--- config.mk ---
export PLATFORM = sky130hd
export DESIGN_NAME = one_wire_rom_search
export DESIGN_NICKNAME = d
export VERILOG_FILES = /design/src/hdl/ows_pkg.sv /design/src/hdl/ows_decide.sv /design/src/hdl/one_wire_rom_search.sv
export SDC_FILE = /design/constraint.sdc
export NUM_CORES = 1
export LEC_CHECK = 0
export ABC_AREA = 1
export BUFFER_PORTS_ARGS = -buffer_cell sky130_fd_sc_hd__buf_2
export CORE_MARGIN = 3
export CORE_UTILIZATION = 54
export DETAILED_ROUTE_END_ITERATION = 8
export PLACE_DENSITY = 0.74
export SLEW_MARGIN = 20
export SYNTH_ARGS = -nofsm -noshare
export SYNTH_HDL_FRONTEND = slang
export SYNTH_SLANG_ARGS = --single-unit
--- constraint.sdc ---
create_clock -name clk -period 6.12 [get_ports clk]
set_input_delay 1.224 -clock clk [delete_from_list [all_inputs] [get_ports clk]]
set_output_delay 1.224 -clock clk [all_outputs]
set_load 0.02 [all_outputs]
--- src/hdl/ows_pkg.sv ---
package ows_pkg;

    localparam int unsigned ROM_W = 64;
    localparam int unsigned POS_W = 7;
    localparam int unsigned CRC_W = 8;

    // first position past the last id bit
    localparam logic [POS_W-1:0] END_POSITION = 7'd65;
    // reflected x^8+x^5+x^4+1
    localparam logic [CRC_W-1:0] CRC_POLY = 8'h8C;

    typedef enum logic {
        FUNC_START = 1'b0,
        FUNC_BIT   = 1'b1
    } func_t;

    typedef enum logic [2:0] {
        ST_BIT   = 3'd0,
        ST_CMD   = 3'd1,
        ST_FOUND = 3'd2,
        ST_NONE  = 3'd3,
        ST_ORDER = 3'd4
    } status_t;

    typedef struct packed {
        logic [ROM_W-1:0] rom_bits;
        logic [POS_W-1:0] last_discrepancy;
        logic             last_device_seen;
        logic [POS_W-1:0] bit_position;
        logic [POS_W-1:0] last_zero_position;
        logic [CRC_W-1:0] crc_value;
        logic             pass_active;
    } search_state_t;

    typedef struct packed {
        status_t          status;
        logic             direction;
        logic [ROM_W-1:0] rom_number;
        logic             last_device;
    } search_result_t;

    localparam search_state_t STATE_RESET = '{
        rom_bits:           '0,
        last_discrepancy:   '0,
        last_device_seen:   1'b0,
        bit_position:       7'd1,
        last_zero_position: '0,
        crc_value:          '0,
        pass_active:        1'b0
    };

endpackage

--- src/hdl/ows_decide.sv ---
module ows_decide (
    input  ows_pkg::search_state_t  state,
    input  logic                    func,
    input  logic                    first,
    input  logic                    presence,
    input  logic                    id_bit,
    input  logic                    compl_bit,
    output ows_pkg::search_state_t  state_next,
    output ows_pkg::search_result_t result
);
    import ows_pkg::*;

    logic [5:0]       idx;
    logic             dir;
    logic             fb;
    logic [ROM_W-1:0] rom_upd;
    logic [CRC_W-1:0] crc_upd;
    logic [POS_W-1:0] pos_upd;
    logic [POS_W-1:0] zero_upd;
    logic             ldev_start;

    // direction choice, rom, crc and position for a bit pair
    always_comb
    begin
        idx      = 6'(state.bit_position - 7'd1);
        zero_upd = state.last_zero_position;
        if (id_bit != compl_bit)
        begin
            dir = id_bit;
        end
        else
        begin
            if (state.bit_position < state.last_discrepancy)
                dir = state.rom_bits[idx];
            else
                dir = (state.bit_position == state.last_discrepancy);
            if (!dir)
                zero_upd = state.bit_position;
        end
        rom_upd      = state.rom_bits;
        rom_upd[idx] = dir;
        fb           = state.crc_value[0] ^ dir;
        crc_upd      = (state.crc_value >> 1) ^ (fb ? CRC_POLY : '0);
        pos_upd      = state.bit_position + 7'd1;
    end

    always_comb
    begin
        state_next         = state;
        result.status      = ST_NONE;
        result.direction   = 1'b0;
        result.rom_number  = '0;
        result.last_device = 1'b0;
        ldev_start         = state.last_device_seen & ~first;

        if (func == FUNC_START)
        begin
            state_next.bit_position       = 7'd1;
            state_next.last_zero_position = '0;
            state_next.crc_value          = '0;
            if (first)
            begin
                state_next.last_discrepancy = '0;
                state_next.last_device_seen = 1'b0;
            end
            if (ldev_start || !presence)
            begin
                state_next.last_discrepancy = '0;
                state_next.last_device_seen = 1'b0;
                state_next.pass_active      = 1'b0;
                result.status               = ST_NONE;
            end
            else
            begin
                state_next.pass_active = 1'b1;
                result.status          = ST_CMD;
            end
        end
        else if (!state.pass_active)
        begin
            result.status = ST_ORDER;
        end
        else if (id_bit && compl_bit)
        begin
            // nobody answered the pair
            state_next.last_discrepancy = '0;
            state_next.last_device_seen = 1'b0;
            state_next.pass_active      = 1'b0;
            result.status               = ST_NONE;
        end
        else
        begin
            state_next.rom_bits           = rom_upd;
            state_next.crc_value          = crc_upd;
            state_next.bit_position       = pos_upd;
            state_next.last_zero_position = zero_upd;
            result.direction              = dir;
            if (pos_upd < END_POSITION)
            begin
                result.status = ST_BIT;
            end
            else
            begin
                state_next.pass_active = 1'b0;
                if (crc_upd == '0 && rom_upd[7:0] != '0)
                begin
                    state_next.last_discrepancy = zero_upd;
                    state_next.last_device_seen = (zero_upd == '0);
                    result.status               = ST_FOUND;
                    result.rom_number           = rom_upd;
                    result.last_device          = (zero_upd == '0);
                end
                else
                begin
                    state_next.last_discrepancy = '0;
                    state_next.last_device_seen = 1'b0;
                    result.status               = ST_NONE;
                end
            end
        end
    end

endmodule

--- src/hdl/one_wire_rom_search.sv ---
// one-wire rom search decision engine, one search pass per device found
//
// request channel (req_valid / req_stall): func selects a start request
// (first, presence) or one id / complement bit pair read off the bus
// result channel (res_valid / res_stall): status, direction, rom_number and
// last_device, exactly one result per request
// the decision logic sits between the search state and the result register,
// so a result shows the cycle after its request is taken
// throughput: one request per cycle; a new request is taken whenever the
// result register is empty or its content is taken in the same cycle
// stall: while res_stall holds a waiting result, req_stall is raised and the
// result and search state hold still
// reset: search state goes to its first-search values (bit position one,
// no pass open), result register empties
module one_wire_rom_search (
    input  logic        clk,
    input  logic        rst_n,
    input  logic        req_valid,
    output logic        req_stall,
    input  logic        func,
    input  logic        first,
    input  logic        presence,
    input  logic        id_bit,
    input  logic        compl_bit,
    output logic        res_valid,
    input  logic        res_stall,
    output logic [2:0]  status,
    output logic        direction,
    output logic [63:0] rom_number,
    output logic        last_device
);
    import ows_pkg::*;

    search_state_t  state_reg;
    search_state_t  state_next;
    search_result_t result_next;
    search_result_t result_reg;
    logic           res_valid_reg;
    logic           res_valid_next;
    logic           accept;

    // input stalls while the result register holds a result not taken this cycle
    assign req_stall = res_valid_reg & res_stall;
    assign accept    = req_valid & ~req_stall;

    ows_decide u_decide (
        .state      (state_reg),
        .func       (func),
        .first      (first),
        .presence   (presence),
        .id_bit     (id_bit),
        .compl_bit  (compl_bit),
        .state_next (state_next),
        .result     (result_next)
    );

    always_comb
    begin
        if (accept)
            res_valid_next = 1'b1;
        else if (!res_stall)
            res_valid_next = 1'b0;
        else
            res_valid_next = res_valid_reg;
    end

    // search state only moves on an accepted request
    always_ff @(posedge clk or negedge rst_n)
    begin
        if (!rst_n)
        begin
            state_reg     <= STATE_RESET;
            res_valid_reg <= 1'b0;
        end
        else
        begin
            res_valid_reg <= res_valid_next;
            if (accept)
                state_reg <= state_next;
        end
    end

    // result payload, no reset needed
    always_ff @(posedge clk)
    begin
        if (accept)
            result_reg <= result_next;
    end

    assign res_valid   = res_valid_reg;
    assign status      = result_reg.status;
    assign direction   = result_reg.direction;
    assign rom_number  = result_reg.rom_number;
    assign last_device = result_reg.last_device;

    // an open pass always points at one of the 64 id bits
    a_pos_range: assert property (@(posedge clk) disable iff (!rst_n)
        state_reg.pass_active |-> (state_reg.bit_position >= 7'd1 &&
                                   state_reg.bit_position <= 7'd64))
        else $error("bit position out of range during a pass");

    // a start request rewinds position and crc
    a_start_rewind: assert property (@(posedge clk) disable iff (!rst_n)
        (accept && func == FUNC_START) |=>
            (state_reg.bit_position == 7'd1 && state_reg.crc_value == '0))
        else $error("start request did not rewind the pass");

    // a found device reports the same last-device flag the state keeps
    a_found_last: assert property (@(posedge clk) disable iff (!rst_n)
        accept |=> (result_reg.status != ST_FOUND ||
                    result_reg.last_device == state_reg.last_device_seen))
        else $error("last device flag disagrees with search state");

    // rom number only leaves with a found device
    a_rom_only_found: assert property (@(posedge clk) disable iff (!rst_n)
        (res_valid_reg && result_reg.status != ST_FOUND) |-> result_reg.rom_number == '0)
        else $error("rom number driven without a found device");

endmodule

**Word level (Yosys, flattened, before mapping)**

Index checks and enable logic that the tools add are counted.
W data, S select, Z words.

- Register bits: 165
- Input port bits: 9
- Output and inout bits: 71
- Word-level logic and storage cells: 79

- $add $sub $neg: 2
- Magnitude comparators: 4
- Eq/ne operators: 6
- Muxes and demuxes: 30
- Bitwise logic cells: 11
- Reduce and logical (&&, ||, !) cells: 14

Operators by type and width:

| kind | count |
|---|---|
| $bwmux W64 | 1 |
| $mux W31 | 2 |
| $mux W8 | 6 |
| $mux W22 | 1 |
| $mux W7 | 2 |
| $mux W1 | 11 |
| $mux W3 | 3 |
| $logic_not A8 Y1 | 1 |
| $reduce_and A4 Y1 | 2 |
| $reduce_bool A8 Y1 | 1 |
| $xor A7 B8 Y8 | 1 |
| $add A7 B1 Y7 const B | 1 |
| $eq A7 B7 Y1 | 1 |
| $logic_not A7 Y1 | 1 |
| $lt A6 B7 Y1 const B | 1 |
| $lt A7 B7 Y1 | 1 |
| $lt A7 B7 Y1 const B | 1 |
| $bmux W1 S6 | 1 |
| $demux W1 S6 | 1 |
| $ge A6 B1 Y1 const B | 1 |
| $not A1 Y1 | 6 |
| $sub A6 B1 Y6 const B | 1 |
| $reduce_or A5 Y1 | 1 |
| $mux W2 | 2 |
| 12 further kinds | 17 |

**Depth between registers and ports, before layout**

- Depth in word-level cells: 16
- Depth in mapped cells: 27
- Mapped depth without buffers: 22

**By module**

From an unflattened synthesis, not the netlist that was laid out.

- Cells, all modules: 1442
- Area, all modules: 10143.5 um^2

Modules (own cells, without submodules):

| module | times used | cells each | area each (um^2) | seq. area each (um^2) |
|---|---|---|---|---|
| one_wire_rom_search | 1 | 486 | 5883.1 | 4475.5 |
| ows_decide | 1 | 956 | 4260.3 | 0.0 |

**Worst setup path after synthesis**

Ideal clock, no wire load.

- Path kind: input to register
- From: in res_stall
- To: reg state_reg[39] (netlist name)
- Library setup time: 0.138 ns
- Arrival time: 6.029 ns
- Required time: 5.982 ns
- Setup slack: -0.047 ns
- Stages: 10
- Path buffers: 2
- Path through: nand2_1 inv_1 nor2_1 inv_1 nor2_1 clkinv_1 clkbuf_1 clkbuf_1 nand2_1 o21ai_0

- Longest elaborated chain between the ends: 4

RTL lines:

| what | RTL line | RTL |
|---|---|---|
| from (decl) | one_wire_rom_search.sv:26 | `input logic res_stall,` |
| $and A1 B1 Y1 | one_wire_rom_search.sv:43 | `assign req_stall = res_valid_reg & res_stall;` |
| named net req_stall | one_wire_rom_search.sv:19 | `output logic req_stall,` |
| $not A1 Y1 | one_wire_rom_search.sv:44 | `assign accept = req_valid & ~req_stall;` |
| $and A1 B1 Y1 | one_wire_rom_search.sv:44 |  |
| named net accept | one_wire_rom_search.sv:40 | `logic accept;` |
| $reduce_and A4 Y1 (no line) | -- |  |
| to (signal assigned) | one_wire_rom_search.sv:79 | `state_reg <= state_next;` |
| to (decl) | one_wire_rom_search.sv:34 | `search_state_t state_reg;` |

The timed path passes the listed nets, and every way through them passes these cells.
A chain may end at the register's enable or synchronous reset.

**Worst setup path in the final report**

- From: reg state_reg[16] (netlist name)
- To: reg result_reg, in the netlist rom_number[56] (data pin)

- Longest elaborated chain between the ends: 13
- Elaborated cells on any way between the ends: 24
- Classes of those cells: add/sub (2); order compare (4); eq/ne (1); mux (9); bitwise (3); reduce/logical (5)

RTL lines:

| what | RTL line | RTL |
|---|---|---|
| $sub A6 B1 Y6 | ows_decide.sv:25 | `idx = 6'(state.bit_position - 7'd1);` |
| $bmux W1 S6 | ows_decide.sv:34 | `dir = state.rom_bits[idx];` |
| $mux W1 (implied by the code) | ows_decide.sv:34 |  |
| $mux W1 | ows_decide.sv:33 | `if (state.bit_position < state.last_discrepancy)` |
| $mux W1 (2 in series) | ows_decide.sv:27 | `if (id_bit != compl_bit)` |
| $xor A1 B1 Y1 | ows_decide.sv:42 | `fb = state.crc_value[0] ^ dir;` |
| $mux W8 | ows_decide.sv:43 | `crc_upd = (state.crc_value >> 1) ^ (fb ? CRC_POLY : '0);` |
| $xor A7 B8 Y8 | ows_decide.sv:43 |  |
| $logic_not A8 Y1 | ows_decide.sv:105 | `if (crc_upd == '0 && rom_upd[7:0] != '0)` |
| $logic_and A1 B1 Y1 | ows_decide.sv:105 |  |
| $not A1 Y1 (no line) | -- |  |
| $reduce_or A5 Y1 (no line) | -- |  |
| to (signal assigned) | one_wire_rom_search.sv:87 | `result_reg <= result_next;` |
| to (decl) | one_wire_rom_search.sv:37 | `search_result_t result_reg;` |

Several ways; a longest one is shown, not always the timed one. The select of a mux whose other input is x is not followed.

==> results.sh <==
export IMPL_period_minus_slack_ns=4.95
export IMPL_synth_edf_count=69
export IMPL_synth_compound_area_share_pct=10.1
export IMPL_hpwl_um=13300
export IMPL_cp_end_kind="flop"
export IMPL_vdd_ir_drop_max_mv=0.245
export IMPL_synth_xor_area_share_pct=1.55
export IMPL_grt_max_degree=132
export IMPL_vias_per_cell=5.37
export IMPL_clock_fmax_ghz=0.202
export IMPL_worst_pin_slew_ns=0.950
export IMPL_clk_path_buf_depth=2
export IMPL_core_um2=16100
export IMPL_syn_nets=1066
export IMPL_cellLeakagePower_nw=4.11
export IMPL_wire_per_inst_um=15.3
export IMPL_dieArea_um2=18200
export IMPL_cts_resized=0
export IMPL_path_cells="inv_4 -> ha_1 -> inv_1 -> nand2_1 -> nor2_1 -> inv_1 -> nor2_1 -> or2_2 -> nand2_1 -> nand2_1 -> nor2_1 -> nand2_2 -> nand3_4 -> buf_12 -> nor2_1"
export IMPL_grt_overflow_total=0
export IMPL_synth_area_per_cell_um2=8.58
export IMPL_die_x_um=135
export IMPL_cts_buffers=17
export IMPL_powerDensity_nw_per_um2=386
export IMPL_cts_tree="done"
export IMPL_dp_slack_ns=1.26
export IMPL_ys_flop_type="dfrtp_1"
export IMPL_criticalPathCategory="reg -> reg"
export IMPL_largest_reg_flops=95
export IMPL_yosys_register_bits=165
export IMPL_firstDrtPassIters=5
export IMPL_cts_root_buf="clkbuf_16"
export IMPL_drtIter0Drc=716
export IMPL_syn_area_um2=8980
export IMPL_fin_nets=1127
export IMPL_path_max_fanout=38
export IMPL_netlist_cell_type_count=44
export IMPL_drt_wl_total_um=20400
export IMPL_cpMaxStageDelayCell="ha_1"
export IMPL_post_route_period_util_pct=80.9
export IMPL_ys_warn_count=0
export IMPL_status="finished, final reports clean"
export IMPL_hold_viol_final=0
export IMPL_final_common_cell="nand2_1"
export IMPL_critPathArrivalTime_ns=5.11
export IMPL_cp_required_ns=6.28
export IMPL_synthArstFlopShare_pct=58.2
export IMPL_drc=0
export IMPL_slew_headroom_pct=36.5
export IMPL_final_util_pct=62.4
export IMPL_grt_pass1_wl_um=33500
export IMPL_cap_viol_max_count=0
export IMPL_clk_pin_slew_ns=0.06
export IMPL_grtUsageTotal_pct=23.2
export IMPL_design_power_total_mw=3.87
export IMPL_final_area_um2=10000
export IMPL_fin_skew_ns=0.00908
export IMPL_cpMostUsedCell="nor2_1"
export IMPL_postCtsSetupRepairBufs=0
export IMPL_clk_latency_ns=0.43
export IMPL_cts_htree_levels=4
export IMPL_place_congestion=0.884
export IMPL_setup_worst_path_start_class="flop"
export IMPL_fin_setup_tns_ns=0
export IMPL_ant_nets=0
export IMPL_seq_area_frac_synth_pct=49.8
export IMPL_die_h_um=135
export IMPL_place_area_um2=9440
export IMPL_crit_family="simple AND/OR/NAND/NOR gates"
export IMPL_cp_slowest_stage_delay_ns=0.76
export IMPL_fp_row_count=46
export IMPL_synthAdderAreaFrac_pct=1.53
export IMPL_antenna_found_initial=0
export IMPL_fillerInstances=1378
export IMPL_setup_ws_ns=1.17
export IMPL_io_buffers=79
export IMPL_report_final_slew_viol_count=0
export IMPL_vias=7170
export IMPL_crit_buf_inv=4
export IMPL_synth_mux_area_share_pct=0
export IMPL_grt_pass1_vias=6794
export IMPL_area_growth_pct=11.6
export IMPL_layout_common_cells="nand2_1 (329), o21ai_0 (141), nor2_1 (113)"
export IMPL_n_antenna_cell=0
export IMPL_hold_path_class="reg -> reg"
export IMPL_setup_viol=0
export IMPL_ios=80
export IMPL_rsz0062_at_grt="no"
export IMPL_start_util_pct=55.9
export IMPL_drive_gt1_share_pct=18.7
export IMPL_cts_sinks=165
export IMPL_cts_hold_buffers=0
export IMPL_synth_top_family_by_area="simple AND/OR/NAND/NOR gates"
export IMPL_synth_simple_gate_area_share_pct=30.4
export IMPL_synth_cells=1046
==> where the power goes <==
part | switching, mW | internal (mW) | total [mW] | leakage, nW
registers | 0.0789 | 1.28 | 1.35 | 2.01
clock network | 0.429 | 0.616 | 1.04 | 0.287
logic | 1.10 | 0.371 | 1.47 | 1.82
==> final cells by class <==
class | count | area [µm²] | area share (%)
Timing Repair Buffer | 88 | 482 | 4.81
Tap cell | 216 | 270 | 2.70
Clock inverter | 7 | 66.3 | 0.662
Clock buffer | 25 | 507 | 5.06
Inverter | 74 | 284 | 2.83
Sequential cell | 165 | 4480 | 44.7
Multi-Input combinational cell | 761 | 3940 | 39.3
==> per-stage QoR <==
step / cells / hold WS, ns
4_1_cts: 1336 / 0.490
3_5_place_dp: 1304 / 0.475
6_report: 1336 / 0.490
2_1_floorplan: 1046 / 0.449
5_1_grt: 1336 / 0.512
3_3_place_gp: 1304 / 0.470
==> cell usage after synthesis, types with 2 or more instances <==
| cell type | count | share of area (%) |
|---|---|---|
| a21oi_1 | 4 | 0.22 |
| a31oi_1 | 2 | 0.14 |
| buf_12 | 5 | 1.1 |
| buf_2 | 15 | 0.84 |
| buf_4 | 3 | 0.25 |
| buf_6 | 2 | 0.25 |
| clkbuf_1 | 19 | 0.79 |
| clkinv_1 | 5 | 0.21 |
| dfrtp_1 | 95 | 26 |
| edfxtp_1 | 69 | 23 |
| ha_1 | 11 | 1.5 |
| inv_1 | 64 | 2.7 |
| inv_2 | 3 | 0.13 |
| inv_4 | 2 | 0.14 |
| nand2_1 | 329 | 14 |
| nand2_2 | 9 | 0.63 |
| nand2_4 | 2 | 0.25 |
| nand3_1 | 34 | 1.9 |
| nand3_2 | 2 | 0.22 |
| nand3_4 | 2 | 0.39 |
| nand4_1 | 8 | 0.56 |
| nor2_1 | 114 | 4.8 |
| nor2_2 | 2 | 0.14 |
| nor2_4 | 52 | 6.5 |
| nor3_1 | 3 | 0.17 |
| nor4_1 | 2 | 0.14 |
| o21ai_0 | 141 | 7.9 |
| o21ai_1 | 3 | 0.17 |
| o22ai_1 | 18 | 1.3 |
| o31ai_1 | 2 | 0.17 |
| or2_2 | 5 | 0.35 |
| xor2_1 | 4 | 0.39 |
| xor2_2 | 3 | 0.54 |
| xor2_4 | 2 | 0.61 |
==> worst reg2reg max path: stages (launching register included) <==
cell	delay [ns]
dfstp_2	0.55
inv_4	0.17
ha_1	0.77
inv_1	0.49
nand2_1	0.24
nor2_1	0.08
inv_1	0.41
nor2_1	0.12
or2_2	0.29
nand2_1	0.15
nand2_1	0.08
nor2_1	0.13
nand2_2	0.17
nand3_4	0.55
buf_12	0.38
nor2_1	0.10
==> cell families after synthesis <==
| family | after synthesis |
|---|---|
| AOI/OAI and AO/OA | 173 |
| and+or+nand+nor | 568 |
| DFF | 165 |
| xor gates and xnor gates | 9 |
| buffers and inverters | 120 |
| adders and majority gates | 11 |
==> path summary, 6_finish.rpt <==
path                          startpoint              to  slack (ns)  cells after the start
setup / recovery           state_reg[16]  rom_number[56]        1.17                     15
hold / removal             state_reg[36]   state_reg[36]        0.49                      2
setup reg to reg           state_reg[16]  rom_number[56]        1.17                     15
hold reg to reg            state_reg[36]   state_reg[36]        0.49                      2
max in group asynchronous          rst_n   state_reg[78]        4.23                      2
min in group asynchronous          rst_n   state_reg[23]        0.81                      1
==> routing by layer <==
metal	GRT usage, %	part of all wire (%)	vias up
met4	10.3	3.2	0
li1	-	-	3515
met1	30.3	41	3329
met2	37.6	49	278
met5	0	0	-
met3	4.69	6.6	48
No activity file was read; power rests on OpenSTA's default activity.
